$ cat config.mk
export PLATFORM = sky130hd
export DESIGN_NAME = ping_round_trip_matcher_core
export DESIGN_NICKNAME = d
export VERILOG_FILES = /design/src/hdl/rtm_pkg.sv /design/src/hdl/rtm_ram.sv /design/src/hdl/ping_round_trip_matcher_core.sv
export VERILOG_INCLUDE_DIRS = /design/src /design/src/hdl
export SDC_FILE = /design/constraint.sdc
export NUM_CORES = 2
export LEC_CHECK = 0
export BUFFER_PORTS_ARGS = -buffer_cell sky130_fd_sc_hd__buf_2
export CORE_MARGIN = 5
export CORE_UTILIZATION = 50
export CTS_CLUSTER_DIAMETER = 50
export DETAILED_ROUTE_END_ITERATION = 7
export GPL_TIMING_DRIVEN = 0
export PLACE_DENSITY = 0.65
export SLEW_MARGIN = 20
export SYNTH_ARGS = -nofsm -noshare
export SYNTH_HDL_FRONTEND = slang
export SYNTH_SLANG_ARGS = --single-unit
$ cat constraint.sdc
create_clock -name i_clk -period 10.1 [get_ports i_clk]
set_input_delay 1.01 -clock i_clk [delete_from_list [all_inputs] [get_ports i_clk]]
set_output_delay 1.01 -clock i_clk [all_outputs]
set_load 0.05 [all_outputs]
$ cat src/hdl/assert_macros.svh
// ----------------------------------------------------------------------------
// assert_macros.svh
// shared concurrent assertion macros, clocked and reset-qualified
// ----------------------------------------------------------------------------
`ifndef ASSERT_MACROS_SVH
`define ASSERT_MACROS_SVH

// same-cycle implication, disabled while reset is low
`define ASSERT_SAME(label, clk, rst_n, ante, cons, msg) \
    label: assert property (@(posedge clk) disable iff (!(rst_n)) (ante) |-> (cons)) \
        else $error(msg);

// next-cycle implication, disabled while reset is low
`define ASSERT_NEXT(label, clk, rst_n, ante, cons, msg) \
    label: assert property (@(posedge clk) disable iff (!(rst_n)) (ante) |=> (cons)) \
        else $error(msg);

`endif

$ cat src/hdl/rtm_pkg.sv
// ----------------------------------------------------------------------------
// rtm_pkg
// types and constants of the ping round-trip matcher
// ----------------------------------------------------------------------------
package rtm_pkg;

    // ring geometry
    localparam int RECORD_DEPTH = 32;
    localparam int IDX_W        = $clog2(RECORD_DEPTH);

    typedef logic [IDX_W-1:0] t_idx;

    localparam t_idx LAST_IDX = IDX_W'(RECORD_DEPTH - 1);

    // request opcodes
    localparam logic OP_SEND = 1'b0;
    localparam logic OP_ACK  = 1'b1;

    // one request
    typedef struct packed {
        logic        op;
        logic [47:0] peer_addr;
        logic [31:0] sequence_req;
        logic [47:0] event_time;
    } t_in_req;

    // one result
    typedef struct packed {
        logic        matched;
        logic [47:0] sent_time;
        logic [47:0] round_trip;
    } t_out_res;

    // one stored ping record
    typedef struct packed {
        logic [47:0] rec_mac;
        logic [31:0] rec_seq;
        logic [47:0] rec_time;
    } t_record;

    localparam int RECORD_W = $bits(t_record);

    // sequencer states
    typedef enum logic [1:0] {
        S_IDLE,
        S_SCAN,
        S_DIFF,
        S_DONE
    } t_state;

endpackage

$ cat src/hdl/rtm_ram.sv
// ----------------------------------------------------------------------------
// rtm_ram
// generic single-write, single-read memory with registered read data
// ----------------------------------------------------------------------------
module rtm_ram #(
    parameter int WIDTH = 8,
    parameter int DEPTH = 32
) (
    input  logic                     i_clk,
    input  logic                     i_we,
    input  logic [$clog2(DEPTH)-1:0] i_waddr,
    input  logic [WIDTH-1:0]         i_wdata,
    input  logic [$clog2(DEPTH)-1:0] i_raddr,
    output logic [WIDTH-1:0]         o_rdata
);

    logic [WIDTH-1:0] r_mem [DEPTH];
    logic [WIDTH-1:0] r_rdata;

    // write port
    always_ff @(posedge i_clk) begin
        if (i_we) begin
            r_mem[i_waddr] <= i_wdata;
        end
    end

    // registered read port
    always_ff @(posedge i_clk) begin
        r_rdata <= r_mem[i_raddr];
    end

    assign o_rdata = r_rdata;

endmodule

$ cat src/hdl/ping_round_trip_matcher_core.sv
// Send request: stored on acceptance, result loaded in S_DONE; next request taken in S_IDLE after the load.
// Acknowledge request: the record RAM is read and compared one entry per cycle in S_SCAN,
//   lowest index first; a hit goes through S_DIFF to S_DONE, a miss reaches S_DONE after
//   index RECORD_DEPTH - 1; result loaded in S_DONE, next request taken after the load.
// One request in flight; a stalled output register delays the load and the next request.
// Reset (synchronous, active low) clears pending marks, write pointer and valids at once.
// ----------------------------------------------------------------------------
// ping_round_trip_matcher_core
// ring of ping records; sends are stored, acknowledges are matched by a
// sequential compare over the record RAM and report the round trip
// ----------------------------------------------------------------------------
`include "assert_macros.svh"

module ping_round_trip_matcher_core (
    input  logic             i_clk,
    input  logic             i_rst_n,
    input  logic             i_in_valid,
    output logic             o_in_stall,
    input  rtm_pkg::t_in_req  i_in_req,
    output logic             o_out_valid,
    input  logic             i_out_stall,
    output rtm_pkg::t_out_res o_out_res
);

    import rtm_pkg::*;

    t_state                  r_state, n_state;
    t_in_req                 r_item, n_item;
    t_idx                    r_wr_ptr, n_wr_ptr;
    logic [RECORD_DEPTH-1:0] r_pending, n_pending;
    t_idx                    r_rd_addr, n_rd_addr;
    t_idx                    r_cmp_idx, n_cmp_idx;
    logic                    r_cmp_vld, n_cmp_vld;
    t_out_res                r_res, n_res;
    logic                    r_out_valid, n_out_valid;
    t_out_res                r_out, n_out;

    logic                    w_ram_we;
    t_record                 w_ram_wdata;
    t_record                 w_ram_q;
    logic                    w_hit;
    logic                    w_in_acc;

    // record storage
    rtm_ram #(
        .WIDTH (RECORD_W),
        .DEPTH (RECORD_DEPTH)
    ) u_rec_ram (
        .i_clk   (i_clk),
        .i_we    (w_ram_we),
        .i_waddr (r_wr_ptr),
        .i_wdata (w_ram_wdata),
        .i_raddr (r_rd_addr),
        .o_rdata (w_ram_q)
    );

    assign o_in_stall  = (r_state != S_IDLE);
    assign w_in_acc    = i_in_valid && !o_in_stall;
    assign o_out_valid = r_out_valid;
    assign o_out_res   = r_out;

    assign w_ram_wdata = '{rec_mac:  i_in_req.peer_addr,
                           rec_seq:  i_in_req.sequence_req,
                           rec_time: i_in_req.event_time};

    // shared compare of the entry read last cycle against the request
    assign w_hit = r_cmp_vld && r_pending[r_cmp_idx]
                   && (w_ram_q.rec_mac == r_item.peer_addr)
                   && (w_ram_q.rec_seq == r_item.sequence_req);

    // sequencer next state and datapath
    always_comb begin
        n_state     = r_state;
        n_item      = r_item;
        n_wr_ptr    = r_wr_ptr;
        n_pending   = r_pending;
        n_rd_addr   = r_rd_addr;
        n_cmp_idx   = r_cmp_idx;
        n_cmp_vld   = r_cmp_vld;
        n_res       = r_res;
        n_out_valid = r_out_valid;
        n_out       = r_out;
        w_ram_we    = 1'b0;

        // result taken downstream
        if (r_out_valid && !i_out_stall) begin
            n_out_valid = 1'b0;
        end

        unique case (r_state)
            S_IDLE: begin
                if (i_in_valid) begin
                    n_item = i_in_req;
                    n_res  = '0;
                    if (i_in_req.op == OP_SEND) begin
                        // store record and advance ring pointer
                        w_ram_we            = 1'b1;
                        n_pending[r_wr_ptr] = 1'b1;
                        n_wr_ptr = (r_wr_ptr == LAST_IDX) ? '0 : r_wr_ptr + IDX_W'(1);
                        n_state  = S_DONE;
                    end else begin
                        n_rd_addr = '0;
                        n_cmp_vld = 1'b0;
                        n_state   = S_SCAN;
                    end
                end
            end
            S_SCAN: begin
                // issue next read while comparing the previous one
                n_cmp_vld = 1'b1;
                n_cmp_idx = r_rd_addr;
                if (r_rd_addr != LAST_IDX) begin
                    n_rd_addr = r_rd_addr + IDX_W'(1);
                end
                if (w_hit) begin
                    n_pending[r_cmp_idx] = 1'b0;
                    n_res.matched        = 1'b1;
                    n_res.sent_time      = w_ram_q.rec_time;
                    n_state              = S_DIFF;
                end else if (r_cmp_vld && (r_cmp_idx == LAST_IDX)) begin
                    n_state = S_DONE;
                end
            end
            S_DIFF: begin
                // round trip wraps modulo 2^48
                n_res.round_trip = r_item.event_time - r_res.sent_time;
                n_state          = S_DONE;
            end
            S_DONE: begin
                if (!r_out_valid || !i_out_stall) begin
                    n_out_valid = 1'b1;
                    n_out       = r_res;
                    n_state     = S_IDLE;
                end
            end
            default: begin
                n_state = S_IDLE;
            end
        endcase
    end

    // control registers
    always_ff @(posedge i_clk) begin
        if (!i_rst_n) begin
            r_state     <= S_IDLE;
            r_wr_ptr    <= '0;
            r_pending   <= '0;
            r_cmp_vld   <= 1'b0;
            r_out_valid <= 1'b0;
        end else begin
            r_state     <= n_state;
            r_wr_ptr    <= n_wr_ptr;
            r_pending   <= n_pending;
            r_cmp_vld   <= n_cmp_vld;
            r_out_valid <= n_out_valid;
        end
    end

    // payload registers
    always_ff @(posedge i_clk) begin
        r_item    <= n_item;
        r_rd_addr <= n_rd_addr;
        r_cmp_idx <= n_cmp_idx;
        r_res     <= n_res;
        r_out     <= n_out;
    end

    // a stored send leaves its slot pending
    `ASSERT_NEXT(a_send_sets_pending, i_clk, i_rst_n,
        w_in_acc && (i_in_req.op == OP_SEND), r_pending[$past(r_wr_ptr)],
        "send request did not mark its slot pending")

    // a match clears exactly one pending mark
    `ASSERT_SAME(a_hit_clears_one, i_clk, i_rst_n,
        r_state == S_DIFF, $countones(r_pending) + 1 == $countones($past(r_pending)),
        "match did not clear exactly one pending mark")

    // results without a match carry zero times
    `ASSERT_SAME(a_miss_is_zero, i_clk, i_rst_n,
        r_out_valid && !r_out.matched, (r_out.sent_time == '0) && (r_out.round_trip == '0),
        "unmatched result carries nonzero time")

endmodule
# Yosys cells after proc, flatten, opt, wreduce, memory -nomap -nowiden
# Memories as Yosys holds them, arrays and structs flattened. A register that Yosys moved wholly into a read port is not among the register bits.
# Index checks and enable logic that the tools add are counted.
[totals]
ff_bits = 373
ram_bits = 4096
inputBits = 133
out_inout_bits = 99
elab_cells = 102
n_memories = 1
[classes]
n_addsub = 3
n_lt_le_gt_ge = 4
eq_ne = 15
mux = 36
bitwise_logic = 4
n_reduce_logical = 23
[mem_list]
columns = ["name", "depth", "word_bits", "read_ports", "rd_ports_with_merged_regs", "wr", "line", "rtl"]
rows = [
  ["u_rec_ram.r_mem", 32, 128, 1, 1, 1, "rtm_ram.sv:17", "logic [WIDTH-1:0] r_mem [DEPTH];"],
]
[op_table]
columns = ["op", "n"]
rows = [
  ["$pmux W49 S2", 1],
  ["$mux W97", 1],
  ["$mux W32", 3],
  ["$pmux W48 S2", 1],
  ["$pmux W32 S2", 1],
  ["$mux W49", 1],
  ["$eq A48 B48 Y1", 1],
  ["$sub A48 B48 Y48", 1],
  ["$and A32 B32 Y32", 1],
  ["$eq A32 B32 Y1", 1],
  ["$not A32 Y32", 1],
  ["$or A32 B32 Y32", 1],
  ["$mux W5", 4],
  ["$mux W1", 13],
  ["$lt A5 B6 Y1 const B", 2],
  ["$ne A2 B2 Y1 const B", 6],
  ["$reduce_and A3 Y1", 4],
  ["$add A5 B1 Y5 const B", 2],
  ["$demux W1 S5", 2],
  ["$eq A5 B5 Y1 const B", 2],
  ["$ge A5 B1 Y1 const B", 2],
  ["$mux W2", 5],
  ["$pmux W5 S2", 1],
  ["$pmux W2 S4", 1],
  ["other kinds (14)", 27],
]

# Depth between registers and ports, before layout
[logic_depth]
word_depth = 8
mapped_depth = 13
mapped_depth_nobuf = 13

# By module
# Synthesis repeated with hierarchy kept, for this count alone.
[hier_totals]
hier_cells = 7701
hier_area_um2 = 171724.7
[modules_own_cells]
columns = ["module", "instances", "cells_per_inst", "area_each_um2", "seq_area_each_um2"]
rows = [
  ["rtm_ram", 1, 6440, 155250.1, 125560.4],
  ["ping_round_trip_matcher_core", 1, 1261, 16474.6, 10790.3],
]

# Worst setup path after synthesis
# No wires, ideal clock.
[synth_timing]
path_type = "input to register"
startpoint = "input port i_out_stall"
endpoint = "register r_out (netlist bit o_out_res[0]) (enable)"
setup_ns = 0.700
t_arrival_ns = 8.042
t_required_ns = 9.400
path_slack_ns = 1.358
stages = 1
n_path_buf = 0
path_cell_list = "a21boi_0"
[synth_between]
elab_chain_cells = 3
[synth_lines]
columns = ["element", "line", "rtl"]
rows = [
  ["start: declaration", "ping_round_trip_matcher_core.sv:21", "input logic i_out_stall,"],
  ["$logic_not A1 Y1", "ping_round_trip_matcher_core.sv:130", "if (!r_out_valid || !i_out_stall) begin"],
  ["$logic_or A1 B1 Y1", "ping_round_trip_matcher_core.sv:130", ""],
  ["$reduce_and A2 Y1 (no line)", "-", ""],
  ["end signal: assignment", "ping_round_trip_matcher_core.sv:165", "r_out <= n_out;"],
  ["end: declaration", "ping_round_trip_matcher_core.sv:36", "t_out_res r_out, n_out;"],
]
# Every way passes these cells.
# A chain may end at the register's enable or synchronous reset.

# Worst setup path in the final report
[layout_timing]
startpoint = "register r_item[88] in the netlist's numbering"
endpoint = "register r_res[83] in the netlist's numbering (enable)"
[layout_between]
elab_chain_cells = 5
[layout_lines]
columns = ["element", "line", "rtl"]
rows = [
  ["start: declaration", "ping_round_trip_matcher_core.sv:28", "t_in_req r_item, n_item;"],
  ["start signal: assignment", "ping_round_trip_matcher_core.sv:161", "r_item <= n_item;"],
  ["$eq A48 B48 Y1", "ping_round_trip_matcher_core.sv:68", "&& (w_ram_q.rec_mac == r_item.peer_addr)"],
  ["$logic_and A1 B1 Y1", "ping_round_trip_matcher_core.sv:68", ""],
  ["$logic_and A1 B1 Y1", "ping_round_trip_matcher_core.sv:69", "&& (w_ram_q.rec_seq == r_item.sequence_req);"],
  ["$ne A2 B2 Y1 (no line)", "-", ""],
  ["$reduce_and A3 Y1 (no line)", "-", ""],
  ["end signal: assignment", "ping_round_trip_matcher_core.sv:164", "r_res <= n_res;"],
  ["end: declaration", "ping_round_trip_matcher_core.sv:34", "t_out_res r_res, n_res;"],
]
# Every way passes these cells.

==> results.yml <==
floorplanning:
  rows: 216
  io_pins: 232
  die-width_um: 599.2
  core_um2: 345900
  initial_core_util_pct: 50.18
  die_y_um: 599.2
  die_area_um2: 359000
cells_and_area:
  final_util_pct: 58.97
  nets: 8435
  syn2layout_area_growth_pct: 17.52
  stdcell_count: 13252
  final_area_um2: 204000
  drive_above_1_share_pct: 33.20
placement:
  place.gp.congestion: 0.8628
  dp_hpwl_um: 298000
  placed_area_um2: 188300
  dp_cells: 12355
  pre_cts_slack_ns: 5.247
  placement.io_buffers: 231
critical_path:
  cp_slowest_stage_delay_ns: 0.82
  required_ns: 10.75
  critPathCaptureType: "register"
  worst-path-max-fanout: 11
  crit_start: "r_item[88]"
  crit_buf_inv: 3
  path_delay_family: "simple AND/OR/NAND/NOR gates"
  crit_type: "reg2reg"
  worst_path_most_repeated_cell: "buf_4"
  start_kind: "register"
  slowest_stage: "or4_1"
  timing.critical_path.cells: "xnor2_1 > nand3_1 > a2111oi_0 > nand4_1 > or4_1 > nor3_1 > nor2_1 > nor3_2 > buf_4 > buf_4 > buf_4"
  worstPathArrival_ns: 5.65
  r2r_start: "r_item[88]"
clock_network:
  cts_tree: "yes"
  postCtsHoldBufs: 0
  clock-sinks: 4597
  worst_skew_pair.late_latency_ns: 0.99
  numCtsBuffers: 463
  post_cts_resized: 0
  post_cts_buffers: 0
  clk_pin_slew_ns: 0.06
  clk_path_buf_depth: 4
  cts_root_buf: "clkbuf_16"
  htree_levels: 5
flow_run:
  cap_violations: 0
grt:
  grt_max_degree: 59
  grt_pass1_vias: 83472
  grt_pass1_wl_um: 628700
  gr-total-overflow: 0
  grt_usage_pct: 24.85
  antenna_found_initial: 56
synth:
  synthAdderAreaFrac_pct: 0.4296
  synth_nets: 7417
  synthTopCellsByArea: "edfxtp_1 77%, mux4_2 17%, dfxtp_1 1.9%"
  synth_top_area_share_pct: 76.60
  syn_avg_cell_area_um2: 24.03
  synth_top_family_by_area: "multiplexers"
  seq_area_frac_synth_pct: 78.55
  ys_seq_elements: 4597
  synthSimpleGateAreaFrac_pct: 1.122
  synth_xor_area_share_pct: 0.4743
  synth_mux_area_share_pct: 17.55
  synth_ff_type: "edfxtp_1"
  async_reset_ff_share_pct: 0
  synth_edf_count: 4428
  synthCells: 7225
  synth.cell_area_um2: 173600
  yosysWarnings: 0
  synth.distinct_cells: 73
  synth.most_common_cell: "edfxtp_1"
  synth_compound_area_share_pct: 0.9414
  synthTopCellsByCount: "4428 x edfxtp_1, 1288 x mux4_2, 245 x clkbuf_1, 169 x dfxtp_1, 129 x nor2_1"
  yosys.area.top_type: "edfxtp_1"
sta:
  finalHoldViolCount: 0
  worst_clock_skew_ns: 0.05028
  setup_viol: 0
  hold_slack_ns: 0.3520
  min_period_ns: 4.999
  final_max_slew_viol_count: 0
  rsz0062_at_grt: "no"
  tns_ns: 0
  max_slew_margin_pct: 21.46
  fmax_mhz: 200.0
  worst_slack_ns: 5.101
  worst_pin_slew_ns: 1.178
  fin_crit_sh_pct: 49.49
outcome:
  status: "completed"
route:
  vias: 82926
  firstDrtPassIters: 8
  remaining_drc_errors: 0
  post_drt_via_cell_ratio: 6.258
  totalWireLength_um: 447100
  initialDrtViolationCount: 11207
  wire_per_inst_um: 33.74
  ant_nets: 0
min_path:
  min-delay-start: "i_rst_n"
  holdCritPathClass: "in2reg"
pwr:
  vdd.ir_drop.worst_uv: 194.5
  power_density_nw_per_um2: 269.8
  p_leak_nw: 64.56
  power_mw: 55.03
==> layer usage <==
| layer | vias up | GRT usage (%) | part of all wire, % |
|---|---|---|---|
| met5 | - | 0 | 0.032 |
| met2 | 4772 | 39.70 | 48 |
| met3 | 784 | 5.407 | 10 |
| li1 | 32984 | - | - |
| met4 | 20 | 7.344 | 3.0 |
| met1 | 44366 | 34.98 | 38 |
==> worst register-to-register path: cells and delay by family, from the launching register on <==
family / cells / cell delay [ns]
xor gates and xnor gates: 1 / 0.60
DFF: 1 / 0.37
and+or+nand+nor: 6 / 2.20
buffers and inverters: 3 / 0.74
AOI/OAI and AO/OA: 1 / 0.77
==> cell families (layout without fill, tap and decap cells) <==
family	after synthesis	after routing
AO/OA/AOI/OAI	247	247
XOR/XNOR	94	94
adder cells (fa/ha/maj)	59	59
buffers and inverters	428	1848
flip-flops	4597	4597
multiplexers	1418	1418
other	0	29
AND/OR/NAND/NOR	382	382
==> path summary, 6_finish.rpt <==
| check | cells past startpoint | slack (ns) | endpoint |
|---|---|---|---|
| max | 11 | 5.10 | r_res[83] |
| min | 2 | 0.35 | r_pending[5] |
| min reg2reg | 0 | 0.42 | o_out_res[12] |
| max reg2reg | 11 | 5.10 | r_res[83] |
==> report_power, final <==
part / total, mW / internal (mW) / switching (mW)
clock: 17.4 / 10.2 / 7.25
combinational: 15.2 / 6.85 / 8.38
sequential: 22.4 / 21.9 / 0.453
total: 55.0 / 39.0 / 16.1
==> cells in the final DEF, fill, tap and decap left out, drive strengths merged, types with 11 or more instances in the layout <==
cell | Yosys | final
bufinv | 0 | 52
a21o | 22 | 22
mux2 | 128 | 128
a21oi | 73 | 73
dfxtp | 169 | 169
nand2b | 18 | 18
edfxtp | 4428 | 4428
nor2b | 27 | 27
inv | 96 | 120
buf | 87 | 614
clkbuf | 245 | 860
nand3 | 20 | 20
nor4 | 12 | 12
diode | 0 | 29
ha | 58 | 58
xnor2 | 50 | 50
nand2 | 58 | 58
clkinv | 0 | 177
xor2 | 44 | 44
nand4 | 19 | 19
a21boi | 14 | 14
clkinvlp | 0 | 25
o21ai | 47 | 47
mux4 | 1288 | 1288
and3 | 11 | 11
nor2 | 131 | 131
and2 | 55 | 55
==> registers in the layout, indices dropped and copies added, names as in the netlist, 2 cells and up <==
name	count
u_rec_ram.r_mem	4096
r_item	128
r_cmp_idx	5
u_rec_ram.o_rdata	128
o_out_res	97
r_pending	32
r_rd_addr	5
r_state	2
r_res	97
r_wr_ptr	5
==> layout make-up <==
class | count | area [µm²]
buffer | 332 | 1421
clock buffer | 589 | 12580
sequential | 4597 | 136400
clock inverter | 278 | 2995
fill | 23793 | 141900
tap | 4578 | 5728
inverter | 96 | 367.9
multi-input combinational | 2200 | 35890
timing repair buffer | 553 | 8592
antenna | 29 | 72.57
Note: power is estimated with default switching activity, not from simulation.
